==> config.mk <==
export PLATFORM = sky130hd
export DESIGN_NAME = ecli_fifo
export DESIGN_NICKNAME = d
export VERILOG_FILES = /design/src/ecli_pkg.sv /design/src/ecli_fifo.sv
export SDC_FILE = /design/constraint.sdc
export NUM_CORES = 1
export LEC_CHECK = 0
export BUFFER_PORTS_ARGS = -buffer_cell sky130_fd_sc_hd__buf_4
export CAP_MARGIN = 20
export CORE_MARGIN = 2
export CORE_UTILIZATION = 61
export DETAILED_ROUTE_END_ITERATION = 10
export HOLD_SLACK_MARGIN = 0.12
export PLACE_DENSITY = 0.84
export SLEW_MARGIN = 20
export SYNTH_ARGS = -nofsm -noshare
export SYNTH_HDL_FRONTEND = slang
export SYNTH_SLANG_ARGS = --single-unit
==> constraint.sdc <==
create_clock -name i_clk -period 24.5 [get_ports i_clk]
set_clock_uncertainty 0.05 [all_clocks]
set_input_delay 6.125 -clock i_clk [delete_from_list [all_inputs] [get_ports i_clk]]
set_output_delay 6.125 -clock i_clk [all_outputs]
set_load 0.01 [all_outputs]
==> src/ecli_pkg.sv <==
// Shared widths, payload types and the division step of the edge clip block.
`default_nettype none
package ecli_pkg;
    localparam int CW    = 32;      // coordinate width
    localparam int DW    = CW + 1;  // difference of two coordinates
    localparam int PW    = 2 * DW;  // product of two differences
    localparam int SW    = PW + 1;  // sum of two products
    localparam int MW    = SW + 1;  // magnitudes of numerator, denominator, remainder
    localparam int QW    = DW + 1;  // quotient accumulator
    localparam int LANES = 4;       // x, y, u, v
    localparam int STEPS = DW;      // one multiplier bit per division step
    localparam int QDEPTH = 4;
    localparam int QPW   = $clog2(QDEPTH);
    localparam int IXW   = 8;       // register index width on the config port

    localparam logic [IXW-1:0] REG_CLIP_START_X = 8'd0;
    localparam logic [IXW-1:0] REG_CLIP_START_Y = 8'd1;
    localparam logic [IXW-1:0] REG_CLIP_END_X   = 8'd2;
    localparam logic [IXW-1:0] REG_CLIP_END_Y   = 8'd3;

    typedef struct packed {
        logic                           crosses;
        logic                           point_valid;
        logic [MW-1:0]                  num;
        logic [MW-1:0]                  den;
        logic [LANES-1:0][CW-1:0]       ca;
        logic [LANES-1:0][DW-1:0]       mag;
        logic [LANES-1:0]               dneg;
    } t_job;

    typedef struct packed {
        t_job                           job;
        logic [LANES-1:0][MW-1:0]       rem;
        logic [LANES-1:0][QW-1:0]       quo;
    } t_div;

    // One step of the long product-division: fold in one bit of |delta|,
    // keep rem below den and shift a digit of 0, 1 or 2 into the quotient.
    function automatic t_div div_step(t_div d, logic [5:0] bitpos);
        t_div          r;
        logic [MW:0]   t;
        logic [MW:0]   d1;
        logic [MW:0]   d2;
        logic [1:0]    dig;
        r  = d;
        d1 = {1'b0, d.job.den};
        d2 = {d.job.den, 1'b0};
        for (int l = 0; l < LANES; l++) begin
            t = {d.rem[l], 1'b0} + (d.job.mag[l][bitpos] ? {1'b0, d.job.num} : '0);
            if (t >= d2) begin
                t   = t - d2;
                dig = 2'd2;
            end else if (t >= d1) begin
                t   = t - d1;
                dig = 2'd1;
            end else begin
                dig = 2'd0;
            end
            r.rem[l] = t[MW-1:0];
            r.quo[l] = {d.quo[l][QW-2:0], 1'b0} + QW'(dig);
        end
        return r;
    endfunction
endpackage
`default_nettype wire

==> src/ecli_fifo.sv <==
// Short queue of classified jobs between the front end and the divider.
`default_nettype none
module ecli_fifo (
    input  wire logic            i_clk,
    input  wire logic            i_rst_n,
    input  wire logic            i_push,
    input  wire ecli_pkg::t_job  i_job,
    input  wire logic            i_pop,
    output logic                 o_full,
    output logic                 o_valid,
    output ecli_pkg::t_job       o_job
);
    ecli_pkg::t_job r_mem [ecli_pkg::QDEPTH];
    logic [ecli_pkg::QPW-1:0] r_wp, r_rp;
    logic [ecli_pkg::QPW:0]   r_cnt;
    logic                     do_pop;

    assign o_full  = (r_cnt == (ecli_pkg::QPW+1)'(ecli_pkg::QDEPTH));
    assign o_valid = (r_cnt != '0);
    assign o_job   = r_mem[r_rp];
    assign do_pop  = i_pop && o_valid;

    always_ff @(posedge i_clk) begin
        if (i_push) begin
            r_mem[r_wp] <= i_job;
        end
    end

    always_ff @(posedge i_clk) begin
        if (!i_rst_n) begin
            r_wp  <= '0;
            r_rp  <= '0;
            r_cnt <= '0;
        end else begin
            if (i_push) begin
                r_wp <= r_wp + 1'b1;
            end
            if (do_pop) begin
                r_rp <= r_rp + 1'b1;
            end
            r_cnt <= r_cnt + (ecli_pkg::QPW+1)'(i_push) - (ecli_pkg::QPW+1)'(do_pop);
        end
    end
endmodule
`default_nettype wire

==> flow_metrics.py, run 1 <==
metrics = {
    "clock_tree": {
        "cts-root-to-sink-buffers": 3,
        "cts_hold_buffers": 0,
        "cts_root_buf": "sky130_fd_sc_hd__clkbuf_16",
        "cts-buffers-inserted": 154,
        "tritoncts": "yes",
        "cts_htree_levels": 4,
        "clock_sink_count": 1617,
        "cts-resized-gates": 0,
        "clock_insertion_delay_at_the_later_pin_of_the_skew_report_ps": 770,
        "worst_setup_hold_path_clk_slew_ps": 60,
        "post-cts-setup-buffer-count": 0,
    },
    "sta": {
        "post-route-min-period_ps": 12150,
        "hold_violations": 0,
        "max_slew_margin_pct": 21.8,
        "fin_tns_setup_ps": 0,
        "layout_setup_ws_ps": 12350,
        "fin_worst_hold_slack_ps": 458,
        "rsz0062_at_grt": "false",
        "fmax_ghz": 0.0823,
        "timing_worst_slew_pin_value_ps": 1170,
        "report.final.slew_viol_count": 0,
        "fin_crit_sh_pct": 49.6,
        "setup_viol": 0,
    },
    "floorplanning": {
        "io_pins": 810,
        "die-width_um": 315,
        "coreArea_um2": 95300,
        "die_area_um2": 99100,
        "start_util_pct": 61.8,
        "placementRows": 113,
        "die_h_um": 315,
    },
    "final_layout": {
        "num-nets-final": 3464,
        "post_layout_nonfiller_instances": 4469,
        "fraction_of_layout_instances_using_a_drive_strength_above_1_pct": 45.8,
        "layout.area.seq_um2": 48500,
        "flow.area_growth_from_synthesis_pct": 20.0,
        "postLayoutCoreUtil_pct": 74.2,
        "post_route_cell_area_um2": 70700,
        "multiInputGateArea_um2": 9340,
        "layout.filler_cells": 4755,
    },
    "global_route": {
        "grt_max_degree": 174,
        "antenna_violations_before_repair": 39,
        "via_count_of_the_first_global_routing_pass": 29711,
        "global_routing_usage_summed_across_all_routing_layers_pct": 29.4,
        "grt_overflow": 0,
        "grt_first_pass_wirelength_um": 206000,
    },
    "worst_setup_path": {
        "sort_of_element_at_the_end_of_the_critical_path": "output pin",
        "critical_path_peak_fanout": 49,
        "r2r_slack_ps": 19780,
        "worstPathRequired_ps": 18330,
        "setup.worst_path.start_class": "register",
        "path_class": "reg2out",
        "worst-endpoint-arrival_ps": 5980,
        "reg2regPathDepth": 5,
        "path_common_cell": "sky130_fd_sc_hd__buf_4",
        "cp_cell_sequence": "buf_4, buf_4, buf_4, buf_4, mux4_2, buf_4",
        "slowest_stage": "sky130_fd_sc_hd__buf_4",
        "rr_startpoint": "r_wp[0]$_SDFFE_PN0P_",
        "worst_r2r_endpoint": "r_mem[1][79]$_DFFE_PP_",
        "worst_path_largest_cell_delay_ps": 870,
    },
    "power": {
        "totalPowerFinal_mw": 6.89,
        "worst_ir_drop_vdd_v": 0.0000804,
        "powerDensity_nw_per_um2": 97.4,
        "p_leak_nw": 23.6,
    },
    "logic_synthesis": {
        "netlist.area_leader.share_pct": 82.0,
        "yosysSeqAreaShare_pct": 82.3,
        "ys_seq_elements": 1617,
        "synth_cell_types": 22,
        "post_synth.cell_area_avg_um2": 27.5,
        "post_synth_most_frequent_cells": "sky130_fd_sc_hd__edfxtp_1 (1608), sky130_fd_sc_hd__mux4_2 (402), sky130_fd_sc_hd__buf_12 (42), sky130_fd_sc_hd__buf_2 (40), sky130_fd_sc_hd__dfxtp_1 (9)",
        "synth_top_cells_by_area": "sky130_fd_sc_hd__edfxtp_1 (82%), sky130_fd_sc_hd__mux4_2 (15%), sky130_fd_sc_hd__buf_12 (1.4%)",
        "yosysTopAreaCell": "sky130_fd_sc_hd__edfxtp_1",
        "postSynthNetCount": 2558,
        "synth_edf_count": 1608,
        "post-synth-top-count-cell": "sky130_fd_sc_hd__edfxtp_1",
        "synth_area_um2": 58900,
        "ys_async_sr_fraction_pct": 0,
        "ys.flop_type": "sky130_fd_sc_hd__edfxtp_1",
        "synth_cells": 2145,
        "yosys_warnings": 0,
    },
    "placed_design": {
        "placement.io_buffers": 809,
        "worst_case_setup_slack_after_placement_ps": 12940,
        "placement.cell_area_um2": 65800,
        "placer_congestion": 0.836,
        "detailedPlacementHpwl_um": 82700,
        "dpl.cell_count": 4159,
    },
    "detailed_routing": {
        "drc": 0,
        "drt_first_iter_violations": 3136,
        "dr_total_vias": 28252,
        "wirelength_um": 145000,
        "drt-vias-per-instance": 6.32,
        "first_pass_iters": 7,
        "number_of_antenna_violating_nets_in_the_routed_design": 0,
        "route.detailed.wl_per_inst_um": 32.4,
    },
    "job": {
        "number_of_max_capacitance_violations_reported": 0,
    },
    "worst_hold_path": {
        "holdPathStages": 2,
        "hp-start": "r_rp[1]$_SDFFE_PN0P_",
        "hold_class": "reg2reg",
    },
    "outcome": {
        "run_status": "finished, final reports clean",
    },
}
## report_power, final
group	switching, mW	internal [mW]	total [mW]
combinational	0.670	0.670	1.34
sequential	0.0594	3.19	3.25
clock	1.01	1.29	2.30
## cells by family (layout without fill, tap and decap cells)
group,after synthesis,count (layout),synth area share [%]
and+or+nand+nor,15,15,0.151
AOI/OAI and AO/OA,2,2,0.0297
adders and majority gates,7,7,0.161
muxes,406,406,15.4
DFF,1617,1617,82.3
buffers and inverters,96,1123,1.88
xor gates and xnor gates,2,2,0.0531
other,0,32,0
## per-layer routing
layer  routed length, um  vias up  share of wire, %  global-route usage [%]
met5                 107        -             0.074                       0
met4                7340       18               5.1                    15.2
met3               13900      354               9.6                    8.31
met2               77100     1885                53                    50.0
met1               46500    14783                32                    34.3
li1                    -    11212                 -                       -
## how the worst max path moves through the flow
stage                                        to  slack, ps  cells past startpoint
after floorplan           r_mem[0][0]$_DFFE_PP_       8470                      1
after global placement               o_job[169]      13030                      6
after detailed placement             o_job[163]      12940                      6
after CTS                            o_job[144]      12100                      6
after global routing                 o_job[144]      11690                      6
final                                o_job[144]      12350                      6
## placed cells by master (no fill, tap or decap), drive strengths merged
master | netlist | final
and3 | 1 | 1
mux4 | 402 | 402
clkinvlp | 0 | 3
nand2b | 2 | 2
and2 | 8 | 8
dfxtp | 9 | 9
nand2 | 2 | 2
clkinv | 0 | 62
bufinv | 0 | 11
diode | 0 | 32
mux2i | 4 | 4
ha | 6 | 6
o31a | 1 | 1
inv | 6 | 15
o311ai | 1 | 1
or3 | 1 | 1
fa | 1 | 1
edfxtp | 1608 | 1608
xor2 | 1 | 1
buf | 85 | 840
clkbuf | 5 | 192
xnor3 | 1 | 1
nor2b | 1 | 1
## state kept, by name (all words and copies together) (netlist names), named ones only
name   cells
r_cnt      3
r_mem   1608
r_rp       2
r_wp       2
## critical path: cells and delay by family (launching register included)
| family | cells | cell delay (ps) |
|---|---|---|
| buffers and inverters | 5 | 3590 |
| muxes | 1 | 650 |
| DFF | 1 | 790 |
## area by class of cell
type	instances	share of cell area, %
diodes	32	0.113
clock buffers	192	5.71
clock inverters	85	1.12
inverters	6	0.0319
multi-input cells	432	13.2
flip-flops and latches	1617	68.6
well taps	1265	2.24
repair buffers	840	9.02
No activity file was read; power rests on OpenSTA's default activity.
==> run 2, diff against run 1 <==
--- a/config.mk
+++ b/config.mk
@@ -5,13 +5,14 @@
 export SDC_FILE = /design/constraint.sdc
 export NUM_CORES = 1
 export LEC_CHECK = 0
+export ABC_AREA = 1
 export BUFFER_PORTS_ARGS = -buffer_cell sky130_fd_sc_hd__buf_4
 export CAP_MARGIN = 20
 export CORE_MARGIN = 2
-export CORE_UTILIZATION = 61
+export CORE_UTILIZATION = 52
 export DETAILED_ROUTE_END_ITERATION = 10
 export HOLD_SLACK_MARGIN = 0.12
-export PLACE_DENSITY = 0.84
+export PLACE_DENSITY = 0.76
 export SLEW_MARGIN = 20
 export SYNTH_ARGS = -nofsm -noshare
 export SYNTH_HDL_FRONTEND = slang
==> constraint.sdc (replaced) <==
create_clock -name i_clk -period 10.9 [get_ports i_clk]
set_clock_uncertainty 0.05 [all_clocks]
set_input_delay 2.725 -clock i_clk [delete_from_list [all_inputs] [get_ports i_clk]]
set_output_delay 2.725 -clock i_clk [all_outputs]
set_load 0.01 [all_outputs]
==> run 2 against run 1 <==
  * Non-clock buffer count increased by 8
  * Sequential share of layout area down 0.95 points
  * Sequential power up 120%
  * Register-to-register slack worse by 12000 ps
  * Power increased by 130%
==> flow_metrics.py, run 2 <==
metrics = {
    "outcome": {
        "run_status": "finished, final reports clean",
    },
    "global_route": {
        "global_routing_usage_summed_across_all_routing_layers_pct": 23.8,
        "grt_overflow": 0,
        "via_count_of_the_first_global_routing_pass": 34834,
        "antenna_violations_before_repair": 29,
        "grt_max_degree": 203,
        "grt_first_pass_wirelength_um": 212000,
    },
    "detailed_routing": {
        "routed-wl-met2_um": 72600,
        "drt-vias-per-instance": 5.73,
        "dr_total_vias": 36371,
        "wirelength_um": 145000,
        "drt_first_iter_violations": 3057,
        "first_pass_iters": 5,
        "drc": 0,
        "route.detailed.wl_per_inst_um": 22.8,
        "met3RoutedLength_um": 14900,
        "routedLengthMet1_um": 51900,
        "number_of_antenna_violating_nets_in_the_routed_design": 0,
        "highest_routed_layer": "met5",
    },
    "clock_tree": {
        "cts_hold_buffers": 0,
        "tritoncts": "yes",
        "cts-resized-gates": 0,
        "clock_insertion_delay_at_the_later_pin_of_the_skew_report_ps": 740,
        "worst_setup_hold_path_clk_slew_ps": 60,
        "post-cts-setup-buffer-count": 0,
        "cts-root-to-sink-buffers": 3,
        "clock_sink_count": 1617,
        "cts_root_buf": "sky130_fd_sc_hd__clkbuf_16",
        "cts_htree_levels": 4,
        "cts-buffers-inserted": 157,
    },
    "power": {
        "switching_share_pct": 28.8,
        "power_switching_mw": 4.59,
        "proportion_of_power_drawn_by_flip_flops_and_latches_pct": 45.2,
        "clock_power_share_pct": 32.1,
        "worst_ir_drop_vdd_v": 0.000167,
        "power.internal_mw": 11.3,
        "powerDensity_nw_per_um2": 222,
        "totalPowerFinal_mw": 15.9,
        "gate_power_share_pct": 22.6,
        "p_leak_nw": 24.8,
    },
    "logic_synthesis": {
        "synth_cells": 3948,
        "post_synth.cell_area_avg_um2": 15.1,
        "yosys_warnings": 0,
        "netlist.area_leader.share_pct": 81.1,
        "ys.flop_type": "sky130_fd_sc_hd__edfxtp_1",
        "synth_edf_count": 1608,
        "post-synth-top-count-cell": "sky130_fd_sc_hd__edfxtp_1",
        "synth_cell_types": 19,
        "synth_top_cells_by_area": "sky130_fd_sc_hd__edfxtp_1 (81%), sky130_fd_sc_hd__nor2_1 (5.1%), sky130_fd_sc_hd__o21ai_0 (5.1%)",
        "synth_area_um2": 59500,
        "postSynthNetCount": 4361,
        "ys_seq_elements": 1617,
        "yosysTopAreaCell": "sky130_fd_sc_hd__edfxtp_1",
        "yosysSeqAreaShare_pct": 81.4,
        "post_synth_most_frequent_cells": "sky130_fd_sc_hd__edfxtp_1 (1608), sky130_fd_sc_hd__nor2_1 (810), sky130_fd_sc_hd__o21ai_0 (606), sky130_fd_sc_hd__o22ai_1 (402), sky130_fd_sc_hd__o21ai_1 (200)",
        "ys_async_sr_fraction_pct": 0,
    },
    "final_layout": {
        "layout.filler_cells": 8010,
        "largestRegisters": "r_mem: 1608 flops, r_cnt: 3 flops",
        "most-common-layout-cells": "sky130_fd_sc_hd__edfxtp_1 (1608), sky130_fd_sc_hd__buf_4 (835), sky130_fd_sc_hd__nor2_1 (810), sky130_fd_sc_hd__o21ai_0 (606), sky130_fd_sc_hd__o22ai_1 (402)",
        "flow.area_growth_from_synthesis_pct": 20.5,
        "fraction_of_layout_instances_using_a_drive_strength_above_1_pct": 22.2,
        "largest_reg_flops": 1608,
        "final_common_cell": "sky130_fd_sc_hd__edfxtp_1",
        "num-nets-final": 5101,
        "registers.top_by_ff_count": "r_mem",
    },
    "worst_setup_path": {
        "rr_startpoint": "r_wp[0]$_SDFFE_PN0P_",
        "path_class": "reg2out",
        "critical_path_peak_fanout": 202,
        "worst-endpoint-arrival_ps": 4560,
        "worstPathRequired_ps": 8120,
        "setup.worst_path.start_class": "register",
        "sort_of_element_at_the_end_of_the_critical_path": "output pin",
    },
    "sta": {
        "setup_viol": 0,
        "max_slew_margin_pct": 22.1,
        "fmax_ghz": 0.136,
        "fin_tns_setup_ps": 0,
        "timing_worst_slew_pin_value_ps": 1170,
        "fin_crit_sh_pct": 67.3,
        "layout_setup_ws_ps": 3560,
        "rsz0062_at_grt": "false",
        "post-route-min-period_ps": 7340,
        "hold_violations": 0,
        "fin_worst_hold_slack_ps": 430,
        "report.final.slew_viol_count": 0,
    },
    "floorplanning": {
        "placementRows": 124,
        "start_util_pct": 52.3,
        "io_pins": 810,
        "die_h_um": 342,
        "die-width_um": 342,
        "die_area_um2": 117000,
        "coreArea_um2": 114000,
    },
    "job": {
        "number_of_max_capacitance_violations_reported": 0,
    },
    "placed_design": {
        "worst_case_setup_slack_after_placement_ps": 4460,
        "detailedPlacementHpwl_um": 83500,
        "placer_congestion": 0.794,
        "placement.io_buffers": 809,
    },
    "worst_hold_path": {
        "hp-start": "r_rp[0]$_SDFFE_PN0P_",
        "hold_class": "reg2reg",
    },
}
[run 2: cell types whose count changed after synthesis, moves of 8 or more]
cell / delta
sky130_fd_sc_hd__o22ai_1: +402
sky130_fd_sc_hd__o21ai_1: +200
sky130_fd_sc_hd__and2_1: -8
sky130_fd_sc_hd__mux4_2: -402
sky130_fd_sc_hd__o21ai_0: +606
sky130_fd_sc_hd__nor2_1: +810
sky130_fd_sc_hd__nand2_1: +12
sky130_fd_sc_hd__buf_4: +26
sky130_fd_sc_hd__inv_1: +9
sky130_fd_sc_hd__buf_12: -42
sky130_fd_sc_hd__clkbuf_1: +186
[run 2: per-stage QoR]
stage | area, um^2 | instances | utilization (%)
6_report | 71700 | 6351 | 63.0
5_1_grt | 71700 | 6348 | 63.0
4_1_cts | 71600 | 6327 | 62.9
3_5_place_dp | 66700 | 6040 | 58.6
3_3_place_gp | 66700 | 6040 | 58.6
2_1_floorplan | 59500 | 3948 | -
[run 2: final cells by class]
| cell class | count | area, um^2 | area share (%) |
|---|---|---|---|
| antenna | 23 | 57.6 | 0.0803 |
| timing repair buffer | 848 | 6530 | 9.10 |
| clock inverter | 82 | 653 | 0.911 |
| inverter | 17 | 97.6 | 0.136 |
| tap | 1512 | 1890 | 2.64 |
| multi-input combinational | 2047 | 9780 | 13.6 |
| sequential | 1617 | 48500 | 67.6 |
| clock buffer | 205 | 4220 | 5.88 |
[run 2: cells by family (layout without fill, tap and decap cells)]
family          Yosys count  after routing  synth area share [%]
other cells               0             23                     0
fa+ha+maj                 7              7                 0.160
flops                  1617           1617                  81.4
compound gates         1214           1214                  11.1
simple gates            826            826                  5.21
buf+inv                 284           1152                  2.12
[run 2: worst max-delay path: stages (launching register included)]
cell	delay [ps]
sky130_fd_sc_hd__dfxtp_4	390
sky130_fd_sc_hd__buf_12	610
sky130_fd_sc_hd__buf_4	810
sky130_fd_sc_hd__buf_4	870
sky130_fd_sc_hd__o21ai_0	240
sky130_fd_sc_hd__o22ai_1	460
sky130_fd_sc_hd__buf_4	210
[run 2: power groups by stage]
stage | Clock (mW) | Combinational, mW | Sequential (mW)
6_report | 5.12 | 3.61 | 7.20
5_1_grt | 5.43 | 3.86 | 7.22
4_1_cts | 5.19 | 3.60 | 7.20
3_5_place_dp | 0 | 3.58 | 7.33
3_3_place_gp | 0 | 3.51 | 7.32
2_1_floorplan | 0 | 1.85 | 7.37
[run 2: path summary, 6_finish.rpt]
path         slack [ps]  cells after the start                      to
min                 430                      2    r_rp[0]$_SDFFE_PN0P_
max                3560                      6              o_job[359]
max reg2reg        7500                      6  r_mem[0][96]$_DFFE_PP_
min reg2reg         430                      2    r_rp[0]$_SDFFE_PN0P_
[run 2: layer usage]
| layer | vias up | GRT usage (%) |
|---|---|---|
| met5 | - | 0 |
| met4 | 14 | 9.77 |
| met3 | 302 | 7.98 |
| met2 | 1563 | 39.4 |
| met1 | 17974 | 28.7 |
| li1 | 16518 | - |
